## src/rtl/core/sscst_fifo.sv

```systemverilog
`timescale 1ns / 1ps
module sscst_fifo #(
	parameter int WIDTH = 8,
	parameter int DEPTH = 4
) (
	input  logic clk,
	input  logic arst_n,
	input  logic push,
	input  logic [WIDTH-1:0] wdata,
	output logic full,
	input  logic pop,
	output logic not_empty,
	output logic [WIDTH-1:0] rdata
);
	localparam int PW = (DEPTH > 1) ? $clog2(DEPTH) : 1;
	localparam int CW = $clog2(DEPTH + 1);
	logic [WIDTH-1:0] mem_q [DEPTH];
	logic [PW-1:0] wr_q, rd_q;
	logic [CW-1:0] cnt_q;
	logic do_pop;

	assign full = cnt_q == CW'(DEPTH);
	assign not_empty = cnt_q != '0;
	assign rdata = mem_q[rd_q];
	assign do_pop = pop && not_empty;

	always_ff @(posedge clk) begin
		if (push) begin
			mem_q[wr_q] <= wdata;
		end
	end

	always_ff @(posedge clk or negedge arst_n) begin
		if (!arst_n) begin
			wr_q <= '0;
			rd_q <= '0;
			cnt_q <= '0;
		end else begin
			if (push) begin
				wr_q <= (wr_q == PW'(DEPTH - 1)) ? '0 : wr_q + 1'b1;
			end
			if (do_pop) begin
				rd_q <= (rd_q == PW'(DEPTH - 1)) ? '0 : rd_q + 1'b1;
			end
			cnt_q <= cnt_q + CW'(push) - CW'(do_pop);
		end
	end
endmodule

```

## config.mk

```make
export PLATFORM = sky130hd
export DESIGN_NAME = sscst_fifo
export DESIGN_NICKNAME = d
export VERILOG_FILES = /design/src/rtl/core/sscst_fifo.sv
export SDC_FILE = /design/constraint.sdc
export NUM_CORES = 1
export LEC_CHECK = 0
export BUFFER_PORTS_ARGS = -buffer_cell sky130_fd_sc_hd__buf_2
export CORE_ASPECT_RATIO = 0.5
export CORE_MARGIN = 4
export CORE_UTILIZATION = 55
export DETAILED_ROUTE_END_ITERATION = 8
export PLACE_DENSITY = 0.85
export SLEW_MARGIN = 25
export SYNTH_ARGS = -nofsm -noshare
export SYNTH_HDL_FRONTEND = slang
export SYNTH_SLANG_ARGS = --single-unit
```

## constraint.sdc

```tcl
create_clock -name clk -period 2.4 [get_ports clk]
set_input_delay 0.6 -clock clk [delete_from_list [all_inputs] [get_ports clk]]
set_output_delay 0.6 -clock clk [all_outputs]
set_load 0.01 [all_outputs]
```

==> reports/qor.csv <==
metric,value,unit
avgSynthCellArea,19.89,sq um
ff_latch_area,1137,sq um
grt_start_max_net_pins,12,
clock.fmax,463.7,MHz
htreeDepth,2,
cts_tree,built,
status,completed,
p_total,2.065,mW
post_cts_resized,0,
die_w,84.08,um
seq_area_frac_synth,0.7138,
ant_nets,0,
clockBufferDepth,2,
critPathLaunchType,flip-flop,
layout_common_cells,"32 x edfxtp_1, 21 x buf_2, 8 x mux4_2",
vias_per_cell,5.201,
reg2reg_depth,8,
finalMaxSlewViolations,0,
dieArea,3870,sq um
fin_setup_tns,0,ns
post-route-drc-count,0,
dr.pass1.iters,4,
r2r-end,cnt_q[2]$_DFF_PN0_,
grtUsageTotal,0.1515,
path_class,reg -> out,
antenna_found_initial,0,
core_area,2684,sq um
tightestPinTransition,0.4450,ns
maxCapViolCount,0,
powerDensity,1141,nW/um^2
hold_buffers,0,
drtIter0Drc,51,
fillCellCount,178,
p_comb_frac,0.297,
die_h,46.04,um
grt_pass1_vias,836,
synthDistinctLibCells,18,
fin_crit_sh,0.8986,
pin_count,22,
cp.required,1.80,ns
r2r_start,cnt_q[1]$_DFF_PN0_,
numClockSinks,39,
syn_inst,80,
crit_arrival,1.56,ns
p_leak,0.6905,nW
preCtsSetupSlack,0.2266,ns
worst_slack,0.2434,ns
final_common_cell,edfxtp_1,
hp-class,in -> async,
switchingPower,633.2,uW
cts_setup_buffers,0,
vias,749,
nets,126,
pwr-share-clk,0.196,
hold_slack,0.1472,ns
p_int,1.432,mW
clock_latency,0.28,ns
antenna_cells,0,
clk_pin_slew,0.07,ns
p_seq_frac,0.508,
period_needed,2.157,ns
peakVddDrop,687.9,uV
wl,2.414,mm
yosys_register_bits,39,
sw_frac_of_total,0.3066,
place.gp.congestion,0.7073,
synthesis.nets,100,
grt_pass1_wl,4.126,mm
port_buffers,21,
reg2reg_slack,0.32,ns
cp_max_fo,11,
dp_hpwl,1.778,mm
area_delta_synth_final,13.68,%
drive_gt1_frac,0.3645,
max_slew_margin,0.7034,
rows,13,
start_util,0.5930,
finalSetupViolations,0,
hold_viol,0,
grt-ovfl-total,0,
rsz0062_at_grt,no,
ys_warn_count,0,
cts-root-buf,clkbuf_8,
multiInputGateArea,412.9,sq um
netlist_area,1592,sq um
drt-wirelength-per-cell,16.76,um
crit_path_end_kind,primary output,
cts_buffers,5,
clock_skew,0.005564,ns
==> worst max path at each step <==
stage	slack [ns]	from	endpoint	cells after the start
2_1_floorplan	0.45	cnt_q[1]$_DFF_PN0_	cnt_q[2]$_DFF_PN0_	8
3_3_place_gp	0.32	pop	cnt_q[2]$_DFF_PN0_	9
3_5_place_dp	0.23	pop	cnt_q[2]$_DFF_PN0_	9
4_1_cts	0.003	rd_q[0]$_DFFE_PN0P_	rdata[4]	2
5_1_grt	0.15	rd_q[0]$_DFFE_PN0P_	rdata[6]	2
6_report	0.24	rd_q[0]$_DFFE_PN0P_	rdata[7]	2
==> layout make-up <==
cell class / count / share of cell area
tap: 37 / 0.02559
inverter: 7 / 0.01452
sequential: 39 / 0.6286
clock inverter: 1 / 0.002766
multi-input combinational: 32 / 0.2282
timing repair buffer: 21 / 0.05809
clock buffer: 7 / 0.04219
==> Yosys cell counts (all sizes together) <==
master,instances,area [sq um]
xnor2,2,17.52
buf,1,11.26
clkbuf,1,5.000
and3,1,6.260
or3,1,6.260
mux4,8,180.2
or3b,1,8.760
nor2,1,3.750
inv,7,26.28
ha,7,87.58
nand2,1,3.750
mux2,2,22.52
o31ai,1,21.27
and2,4,25.02
edfxtp,32,960.9
o21ai,2,10.01
dfrtp,7,175.2
fa,1,20.02
==> critical path: stages, from the launching register on <==
cell and delay, ns:
dfrtp_2 0.57, mux4_2 0.55, buf_2 0.15
==> flip-flops by register name, summed over array words and instances, names as in the netlist <==
name   count
wr_q       2
rd_q       2
mem_q     32
cnt_q      3
==> metal layers <==
metal / wire (um) / vias up / global-route usage
li1: - / 354 / -
met1: 1022 / 375 / 0.1772
met2: 1235 / 18 / 0.2555
met3: 142 / 2 / 0.07220
met4: 13 / 0 / 0.04808
met5: 0 / - / 0
==> kinds of logic (layout without fill, tap and decap cells) <==
group	after synthesis	in the layout	share of synthesized area
compound gates	3	3	0.01965
xor+xnor	2	2	0.01101
fa+ha+maj	8	8	0.06761
buf+inv	9	36	0.02673
flops	39	39	0.7138
mux	10	10	0.1274
simple gates	9	9	0.03380
==> per-stage QoR <==
stage | std cells | utilization | instance area (sq um)
global placement | 136 | 0.6434 | 1727
CTS | 144 | 0.6737 | 1808
detailed placement | 136 | 0.6434 | 1727
floorplan | 80 | - | 1592
global route | 144 | 0.6741 | 1809
finish | 144 | 0.6741 | 1809
==> power groups by stage <==
stage | Clock, mW | Combinational (mW) | Sequential (mW)
2_1_floorplan | 0 | 0.518 | 0.966
3_3_place_gp | 0 | 0.598 | 1.05
3_5_place_dp | 0 | 0.634 | 1.06
4_1_cts | 0.415 | 0.630 | 1.05
5_1_grt | 0.449 | 0.687 | 1.07
6_report | 0.405 | 0.612 | 1.05
(Power assumes the default switching activity.)
