<file path="config.mk">
export PLATFORM = sky130hd
export DESIGN_NAME = sscst_front
export DESIGN_NICKNAME = d
export VERILOG_FILES = /design/src/rtl/core/sscst_pkg.sv /design/src/rtl/core/sscst_front.sv
export SDC_FILE = /design/constraint.sdc
export NUM_CORES = 1
export LEC_CHECK = 0
export BUFFER_PORTS_ARGS = -buffer_cell sky130_fd_sc_hd__buf_2
export CORE_AREA = 2 2 188 190
export CTS_CLUSTER_SIZE = 12
export DETAILED_ROUTE_END_ITERATION = 10
export DIE_AREA = 0 0 190 192
export PLACE_DENSITY = 0.66
export SLEW_MARGIN = 20
export SYNTH_ARGS = -nofsm -noshare
export SYNTH_HDL_FRONTEND = slang
export SYNTH_SLANG_ARGS = --single-unit
</file>
<file path="constraint.sdc">
create_clock -name clk -period 7.27 [get_ports clk]
set_clock_uncertainty 0.05 [all_clocks]
set_input_delay 1.0905 -clock clk [delete_from_list [all_inputs] [get_ports clk]]
set_output_delay 1.0905 -clock clk [all_outputs]
set_load 0.01 [all_outputs]
</file>
<file path="src/rtl/core/sscst_pkg.sv">
`timescale 1ns / 1ps
package sscst_pkg;
	localparam int COORD_W = 32;
	localparam int RAD_W = 31;
	localparam int D_W = 33;
	localparam int RSUM_W = 32;
	localparam int P_W = 66;
	localparam int Q_W = 66;
	localparam int R_W = 64;
	localparam int RM_W = 66;
	localparam int HALF_W = 33;
	localparam int K_W = 132;
	localparam int S_W = K_W / 2;
	localparam int N_W = 68;
	localparam int IN_TDATA_W = 256;
	localparam int TIME_FRAC_BITS_DEF = 16;
	localparam int QUEUE_DEPTH_DEF = 4;

	typedef struct packed {
		logic signed [COORD_W-1:0] cx;
		logic signed [COORD_W-1:0] cy;
		logic signed [COORD_W-1:0] cz;
		logic signed [D_W-1:0] dx;
		logic signed [D_W-1:0] dy;
		logic signed [D_W-1:0] dz;
		logic [RSUM_W-1:0] rsum;
	} front_item_t;
endpackage

</file>
<file path="src/rtl/core/sscst_front.sv">
`timescale 1ns / 1ps
module sscst_front (
	input  logic clk,
	input  logic arst_n,
	input  logic in_valid,
	output logic in_ready,
	input  logic [sscst_pkg::IN_TDATA_W-1:0] in_data,
	output logic push,
	input  logic full,
	output sscst_pkg::front_item_t item
);
	logic valid_q;
	sscst_pkg::front_item_t item_q;
	logic signed [31:0] sx, sy, sz, ex, ey, ez;
	logic [30:0] ra, rb;

	assign sx = in_data[31:0];
	assign sy = in_data[63:32];
	assign sz = in_data[95:64];
	assign ex = in_data[127:96];
	assign ey = in_data[159:128];
	assign ez = in_data[191:160];
	assign ra = in_data[222:192];
	assign rb = in_data[253:223];

	assign push = valid_q && !full;
	assign in_ready = !valid_q || push;
	assign item = item_q;

	always_ff @(posedge clk or negedge arst_n) begin
		if (!arst_n) begin
			valid_q <= 1'b0;
		end else if (in_ready) begin
			valid_q <= in_valid;
		end
	end

	// relative motion over the frame and combined radius
	always_ff @(posedge clk) begin
		if (in_ready && in_valid) begin
			item_q.cx <= sx;
			item_q.cy <= sy;
			item_q.cz <= sz;
			item_q.dx <= 33'(ex) - 33'(sx);
			item_q.dy <= 33'(ey) - 33'(sy);
			item_q.dz <= 33'(ez) - 33'(sz);
			item_q.rsum <= {1'b0, ra} + {1'b0, rb};
		end
	end
endmodule

</file>
==> results of run 1 <==
==> final timing paths <==
check	start	end	cells after the start
setup / recovery	in_data[160]	item[64]	13
hold / removal	arst_n	valid_q	1
setup reg to reg	valid_q	item[87]	3
hold reg to reg	valid_q	valid_q	2
max in group asynchronous	arst_n	valid_q	1
min in group clk	valid_q	valid_q	2
==> placed cells by master, fill, tap and decap left out, types with 4 or more instances in the layout <==
master	Yosys	final
o31ai_1	14	14
clkbuf_16	0	27
fa_1	4	4
xor2_1	45	45
o21bai_1	8	8
clkbuf_1	23	4
a21oi_1	117	117
buf_2	0	486
and2_1	5	4
nand2_1	81	81
o21ai_0	44	44
edfxtp_1	227	227
a21o_1	69	69
inv_1	138	138
ha_1	127	127
clkinvlp_4	0	4
xnor2_1	70	70
o21a_1	16	16
nand3_1	22	22
a211oi_1	6	6
a31oi_1	13	13
and3_1	9	9
nor2b_1	15	15
nand4_1	16	16
a221o_1	5	5
nand2b_1	14	14
or3_1	4	4
o221ai_1	4	4
diode_2	0	7
o21ai_1	22	22
nor3_1	8	8
nor2_1	49	49
clkinv_1	1	8
o211ai_1	5	5
==> power by group <==
| part | switching, mW | internal (mW) | leakage, nW |
|---|---|---|---|
| Clock | 0.526 | 0.707 | 0.371 |
| Sequential | 0.0281 | 1.62 | 2.17 |
| Combinational | 0.542 | 0.391 | 5.56 |
==> final cells by class <==
type                       count  area, sq um  share of cell area
sequential                   228         6840               0.394
multi-input combinational    849         6200               0.356
timing repair buffer         487         2450               0.141
clock buffer                  31          691              0.0397
tap                          455          569              0.0327
inverter                     139          522              0.0300
clock inverter                14         96.3             0.00554
antenna                        7         17.5             0.00101
==> synthesized netlist by cell type, types with 6 or more instances <==
library cell,n
edfxtp_1,227
inv_1,138
ha_1,127
a21oi_1,117
nand2_1,81
xnor2_1,70
a21o_1,69
nor2_1,49
xor2_1,45
o21ai_0,44
clkbuf_1,23
nand3_1,22
o21ai_1,22
nand4_1,16
o21a_1,16
nor2b_1,15
nand2b_1,14
o31ai_1,14
a31oi_1,13
and3_1,9
nor3_1,8
o21bai_1,8
a211oi_1,6
==> stage by stage <==
step	area, sq um	utilization	instances	hold WS (ns)
3_5_place_dp	16600	0.484	2158	0.473
5_1_grt	17400	0.507	2208	0.249
4_1_cts	17400	0.507	2203	0.245
6_report	17400	0.507	2210	0.271
2_1_floorplan	13700	-	1240	0.485
3_3_place_gp	16600	0.484	2158	0.447
==> cells by family after synthesis <==
logic type,Yosys count,synth area share
compound gates,364,0.173
simple gates,238,0.0839
fa+ha+maj,131,0.122
flops,228,0.501
xor+xnor,115,0.0738
mux,1,0.000733
buf+inv,163,0.0454
==> state kept, by name, indices dropped and copies added, names as in the netlist <==
signal and cells:
valid_q 1, item 227
==> routing by layer <==
metal	wire [um]	vias up	share of wire
met5	108	-	0.0028
met4	1030	16	0.026
met3	3570	75	0.091
met2	18900	411	0.48
met1	15500	5155	0.40
li1	-	5537	-
==> results.yml, run 1 <==
global_routing:
  grt_pass1_vias: 10812
  grt_util_met2: 0.356
  grt_pass1_wl_mm: 58.1
  grt-busiest-layer: "met2"
  grt-ovfl-total: 0
  grt_use_met1: 0.241
  gr-usage-all-layers: 0.205
  antenna_found_initial: 15
  grt_max_degree: 150
  met3_usage: 0.0636
die:
  dieArea_sq_um: 36500
  pin_count: 489
  core-area_sq_um: 34300
  die_x_um: 190
  die_h_um: 192
  row_count: 68
  start_util: 0.398
worst_setup_path:
  max_stage_delay_ns: 0.46
  crit_type: "in2reg"
  rrSetupSlack_ns: 4.71
  critPathLaunchType: "input port"
  cp-end-kind: "register"
  crit_required_ns: 7.51
  worstPathCellList: "buf_2 > inv_1 > ha_1 > fa_1 > nor2b_1 > o21ai_1 > a21oi_1 > nor3b_1 > o31ai_1 > a31oi_1 > nor3_1 > o221ai_1 > a22o_1"
  critPathMaxFanout: 3
  arrival_ns: 4.00
  crit_buf_inv: 2
  crit_family: "compound AO/OA/AOI/OAI gates"
  cpMaxStageDelayCell: "o31ai_1"
clock_tree:
  cts_resized: 0
  cts_tree: "yes"
  h-tree-depth: 1
  cts.sinks: 228
  cts_max_path_buffers: 3
  cts_root_buf: "clkbuf_16"
  insertion_delay_ns: 0.53
  clk_pin_slew_ns: 0.06
  cts_buffers: 27
  holdBufCountCts: 0
  cts_setup_buffers: 0
synth:
  ys_seq_elements: 228
  synth-edff-count: 227
  syn-cell-area_sq_um: 13700
  postSynthAreaPerCell_sq_um: 11.0
  yosysUniqueCellTypes: 67
  synth_warnings: 0
  netlist.area_leader.share: 0.499
  yosysTopAreaCell: "edfxtp_1"
  synth_flop_cell: "edfxtp_1"
  ys_top_cells_by_area: "edfxtp_1 (50%), ha_1 (12%), xnor2_1 (4.5%)"
  synthesis.instances: 1240
  synth.net_count: 1631
  async_flop_share: 0.00439
  synth-seq-area-share: 0.501
place:
  preCtsSetupSlack_ns: 3.00
  gp_congestion: 0.915
  port_buffers: 486
  dpl.hpwl_mm: 31.5
sta:
  finalSetupViolations: 0
  fin_tns_setup_ns: 0
  slew_viol_final: 0
  slew_headroom: 0.325
  rsz0062_at_grt: "no"
  fin_crit_ns: 3.76
  fin_crit_sh: 0.517
  timing.final.ws_setup_ns: 3.51
  hold_viol: 0
  tightest_slew_ns: 1.01
  fmax_ghz: 0.266
drt:
  wirelength_mm: 39.0
  drc_errors: 0
  post_drt_wl_per_cell_um: 17.7
  vias: 11194
  ant_nets: 0
  drtIter0Drc: 525
  viasPerCell: 5.07
  dr.pass1.iters: 5
pwr:
  finalPower_mw: 3.81
  p_leak_nw: 8.10
  vdd_drop_max_uv: 154
  powerDensity_nw_per_um2: 219
job:
  cap_violations: 0
final_layout:
  final_nets: 2123
  drive_above_1_share: 0.304
  fillers: 3182
  area_delta_synth_final_pct: 27.3
outcome:
  status: "complete, no violations"
min_path:
  hold_class: "in2async"
No activity file was read; power rests on OpenSTA's default activity.
==> run 2: changes to the inputs <==
--- a/config.mk
+++ b/config.mk
@@ -6,10 +6,10 @@
 export NUM_CORES = 1
 export LEC_CHECK = 0
 export BUFFER_PORTS_ARGS = -buffer_cell sky130_fd_sc_hd__buf_2
-export CORE_AREA = 2 2 188 190
+export CORE_AREA = 2 2 192 194
 export CTS_CLUSTER_SIZE = 12
 export DETAILED_ROUTE_END_ITERATION = 10
-export DIE_AREA = 0 0 190 192
+export DIE_AREA = 0 0 194 196
 export PLACE_DENSITY = 0.66
 export SLEW_MARGIN = 20
 export SYNTH_ARGS = -nofsm -noshare
==> constraint.sdc (replaced) <==
create_clock -name clk -period 3.45 [get_ports clk]
set_clock_uncertainty 0.05 [all_clocks]
set_input_delay 0.5175 -clock clk [delete_from_list [all_inputs] [get_ports clk]]
set_output_delay 0.5175 -clock clk [all_outputs]
set_load 0.01 [all_outputs]
==> results.yml, run 2 (same netlist as run 1, synthesis figures left out) <==
outcome:
  status: "complete, no violations"
drt:
  ant_nets: 0
  wirelength_mm: 40.7
  drc_errors: 0
  vias: 11260
  post_drt_wl_per_cell_um: 18.1
  viasPerCell: 5.00
  drtIter0Drc: 458
  dr.pass1.iters: 5
sta:
  fin_crit_sh: 0.833
  slew_viol_final: 0
  slew_headroom: 0.489
  tightest_slew_ns: 0.766
  timing.hold.ws_ns: 0.115
  rsz0062_at_grt: "no"
  fin_crit_ns: 2.88
  fmax_ghz: 0.348
  timing.final.ws_setup_ns: 0.575
  hold_viol: 0
  finalSetupViolations: 0
worst_setup_path:
  arrival_ns: 3.12
  critPathLaunchType: "input port"
  critPathMaxFanout: 3
  crit_type: "in2reg"
  cp-end-kind: "register"
  rr_endpoint: "item[97]"
  rr_worst_depth: 3
  crit_required_ns: 3.69
  r2r-start: "valid_q"
  rrSetupSlack_ns: 1.50
final_layout:
  final_nets: 2148
  largest_reg_flops: 227
  multiInputGateArea_sq_um: 6200
  final_common_cell: "buf_2"
  fillers: 3371
  area_delta_synth_final_pct: 29.5
  final_cell_mix: "buf_2 (486), edfxtp_1 (227), inv_1 (138)"
  drive_above_1_share: 0.315
  area.sequential_sq_um: 6840
min_path:
  hp-start: "in_data[14]"
  min_to: "item[209]"
  holdPathStages: 1
  hold_class: "in2reg"
clock_tree:
  cts_root_buf: "clkbuf_16"
  cts_max_path_buffers: 3
  cts_setup_buffers: 0
  cts_buffers: 26
  insertion_delay_ns: 0.54
  clk_pin_slew_ns: 0.06
  cts_tree: "yes"
  h-tree-depth: 1
  cts.sinks: 228
  cts_resized: 0
global_routing:
  grt_max_degree: 48
  grt_pass1_wl_mm: 61.4
  grt-ovfl-total: 0
  grt_use_met1: 0.244
  antenna_found_initial: 13
  grt_util_met2: 0.356
  met3_usage: 0.0559
  grt-busiest-layer: "met2"
  grt_pass1_vias: 11200
  gr-usage-all-layers: 0.205
job:
  cap_violations: 0
die:
  dieArea_sq_um: 38000
  die_x_um: 194
  row_count: 70
  pin_count: 489
  start_util: 0.378
  core-area_sq_um: 36100
  die_h_um: 196
pwr:
  finalPower_mw: 8.19
  powerDensity_nw_per_um2: 463
  vdd_drop_max_uv: 400
  p_leak_nw: 8.27
place:
  dpl.hpwl_mm: 33.0
  preCtsSetupSlack_ns: -0.0221
  port_buffers: 486
  gp_congestion: 0.890
[run 2: cell count changes in the layout (fill, tap and decap cells not counted)]
cell | previous run | this run
buf_12 | 1 | 4
buf_4 | 0 | 22
clkbuf_1 | 4 | 7
clkbuf_8 | 0 | 3
clkinv_1 | 8 | 4
clkinv_2 | 2 | 3
clkinv_4 | 0 | 1
clkinvlp_4 | 4 | 2
diode_2 | 7 | 8
dlygate4sd3_1 | 0 | 1
[run 2: layout make-up]
class,instances,area share
sequential,228,0.387
antenna,8,0.00113
clock inverter,10,0.00453
tap,468,0.0331
multi-input combinational,849,0.351
timing repair buffer,513,0.152
inverter,139,0.0295
clock buffer,37,0.0420
[run 2: per-stage QoR]
stage	instance area (sq um)	std cells	utilization	setup TNS (ns)
final	17700	2252	0.490	0
after CTS	17700	2244	0.489	0
after global routing	17700	2251	0.490	0
after global placement	16800	2196	0.466	0
after floorplan	13700	1240	-	0
after detailed placement	16800	2196	0.466	-0.0221
[run 2: worst max-delay path, stage by stage]
cell      delay [ns]
buf_2           0.10
inv_1           0.04
ha_1            0.20
fa_1            0.41
nor2b_1         0.13
o21ai_1         0.09
a21oi_1         0.17
buf_4           0.15
nor3b_1         0.05
o31ai_1         0.30
a31oi_1         0.24
nor3_1          0.36
o221ai_1        0.16
a22o_1          0.20
[run 2: per-layer routing]
metal	share of wire	routed length [um]
met2	0.48	19700
met5	0.0018	72
met1	0.40	16300
met4	0.030	1210
met3	0.083	3370
[run 2: worst max-delay path by stage]
stage	from	endpoint	slack, ns	cells after the start
2_1_floorplan	in_data[128]	item[91]	0.40	12
3_3_place_gp	in_data[32]	item[89]	0.04	12
3_5_place_dp	in_data[160]	item[64]	-0.02	14
4_1_cts	in_data[160]	item[64]	0.57	14
5_1_grt	in_data[160]	item[64]	0.39	14
6_report	in_data[160]	item[64]	0.57	14
[run 2: power breakdown]
part	leakage (nW)	internal, mW	total (mW)	switching, mW
sequential	2.17	3.40	3.47	0.0652
clock	0.398	1.57	2.70	1.13
combinational	5.70	0.862	2.02	1.16
total	8.27	5.83	8.19	2.36
[run 2: timing repair]
item	in CTS	in global routing
hold endpoints to repair	1	0
hold buffers	1	0
setup endpoints to repair	0	0
==> run 3: changes to the inputs <==
==> constraint.sdc (replaced) <==
create_clock -name clk -period 2.3 [get_ports clk]
set_clock_uncertainty 0.05 [all_clocks]
set_input_delay 0.345 -clock clk [delete_from_list [all_inputs] [get_ports clk]]
set_output_delay 0.345 -clock clk [all_outputs]
set_load 0.01 [all_outputs]
==> results.yml, run 3 (same netlist as run 1, synthesis figures left out) <==
outcome:
  status: "finished, violations left"
  violations: "negative setup slack"
place:
  port_buffers: 486
  preCtsSetupSlack_ns: -0.751
  gp_congestion: 0.937
  dp_cells: 2440
  dpl.hpwl_mm: 35.2
drt:
  ant_nets: 0
  route.met2.wl_mm: 22.2
  drc_errors: 0
  viasPerCell: 4.93
  routed.top_layer: "met5"
  dr.pass1.iters: 7
  vias: 12824
  post_drt_wl_per_cell_um: 17.4
  dr_wl_met3_mm: 2.97
  wirelength_mm: 45.1
  detail_route.wirelength.met1_mm: 17.8
  drtIter0Drc: 502
clock_tree:
  h-tree-depth: 1
  insertion_delay_ns: 0.55
  cts_root_buf: "clkbuf_16"
  cts.sinks: 228
  cts_buffers: 28
  cts_tree: "yes"
  cts_max_path_buffers: 3
  clk_pin_slew_ns: 0.06
sta:
  slew_viol_final: 0
  fin_crit_ns: 2.37
  tightest_slew_ns: 0.519
  timing.final.ws_setup_ns: -0.0676
  slew_headroom: 0.654
  fmax_ghz: 0.422
  rsz0062_at_grt: "yes"
  fin_crit_sh: 1.03
  finalSetupViolations: 2
  hold_viol: 0
min_path:
  hold_class: "in2reg"
global_routing:
  antenna_found_initial: 15
  grt_max_degree: 39
  gr-usage-all-layers: 0.226
  grt-ovfl-total: 0
  grt_pass1_wl_mm: 68.5
  grt_pass1_vias: 13274
die:
  die_x_um: 194
  die_h_um: 196
  row_count: 70
  dieArea_sq_um: 38000
  start_util: 0.378
  core-area_sq_um: 36100
  pin_count: 489
final_layout:
  final_cells: 2600
  final_cell_mix: "buf_2 (476), buf_4 (273), edfxtp_1 (227)"
  final_nets: 2495
  area_delta_synth_final_pct: 57.5
  drive_above_1_share: 0.440
  largest_reg_flops: 227
  final_common_cell: "buf_2"
worst_setup_path:
  cp-end-kind: "register"
  critPathLaunchType: "input port"
  crit_type: "in2reg"
  critPathMaxFanout: 2
  crit_required_ns: 2.54
  arrival_ns: 2.61
pwr:
  sequentialPowerShare: 0.382
  internal_power_mw: 9.74
  switching_share: 0.286
  powerDensity_nw_per_um2: 634
  p_clk_frac: 0.323
  combPwrFrac: 0.295
  p_leak_nw: 10.1
  p_switching_mw: 3.90
  vdd_drop_max_uv: 501
job:
  cap_violations: 0
run 3: changes by cell type in the layout (fill, tap and decap cells not counted), moves of 6 or more:
| cell | change |
|---|---|
| buf_4 | +251 |
| dlygate4sd3_1 | +94 |
| ha_1 | -27 |
| ha_4 | +25 |
| a21oi_1 | -20 |
| a21oi_2 | +16 |
| inv_1 | -14 |
| buf_2 | -10 |
| o31ai_1 | -9 |
| inv_2 | +7 |
| clkbuf_1 | -6 |
run 3: final cells by class:
class / instances / area, sq um
multi-input cells: 849 / 6980
inverters: 139 / 567
clock buffers: 29 / 704
diodes: 9 / 22.5
well taps: 468 / 586
repair buffers: 858 / 5610
flip-flops and latches: 228 / 6840
fillers: 2987 / 14600
clock inverters: 20 / 206
run 3: critical path: stages:
cell       delay, ns
buf_2           0.11
ha_4            0.25
a21oi_4         0.13
o21ai_2         0.09
a221o_1         0.36
or3_4           0.40
o2111ai_4       0.23
nand3_1         0.09
a31o_1          0.25
a221oi_2        0.26
xnor2_1         0.11
run 3: timing repair:
item	4_1_cts	5_1_grt
setup buffers	5	3
hold buffers	95	0
resized for setup	26	51
pin swaps	24	34
endpoints found under the hold margin	94	0
setup endpoints to repair	10	22
run 3: worst paths after layout:
check,cells past startpoint,slack (ns),startpoint,endpoint
setup reg to reg,3,0.64,valid_q,item[5]
hold / removal,2,0.04,in_data[39],item[170]
setup / recovery,11,-0.07,in_data[108],item[129]
min in group asynchronous,2,0.07,arst_n,valid_q
hold reg to reg,2,0.91,valid_q,item[212]
max in group asynchronous,2,2.05,arst_n,valid_q
run 3: power by group through the flow:
stage               Clock (mW)  Sequential, mW  Combinational, mW
floorplan                    0            5.49               1.83
global placement             0            5.28               3.68
detailed placement           0            5.29               3.74
CTS                       4.52            5.21               3.93
global route              4.65            5.24               4.39
finish                    4.41            5.21               4.02
run 3: through the flow:
stage                      util  TNS [ns]  power, mW  hold slack [ns]  instance area [sq um]
final                     0.596   -0.0695       13.6           0.0408                  21500
after global routing      0.596    -0.581       14.3           0.0208                  21500
after CTS                 0.588   -0.0474       13.7          0.00840                  21200
after detailed placement  0.533    -28.40       9.03           0.0744                  19200
after global placement    0.533    -25.99       8.96           0.0704                  19200
after floorplan               -    -63.46       7.32        -0.000591                  14300
run 3: metal layers:
layer / vias up / GRT usage
li1: 6293 / -
met1: 5965 / 0.264
met2: 434 / 0.395
met3: 122 / 0.0474
met4: 10 / 0.111
met5: - / 0
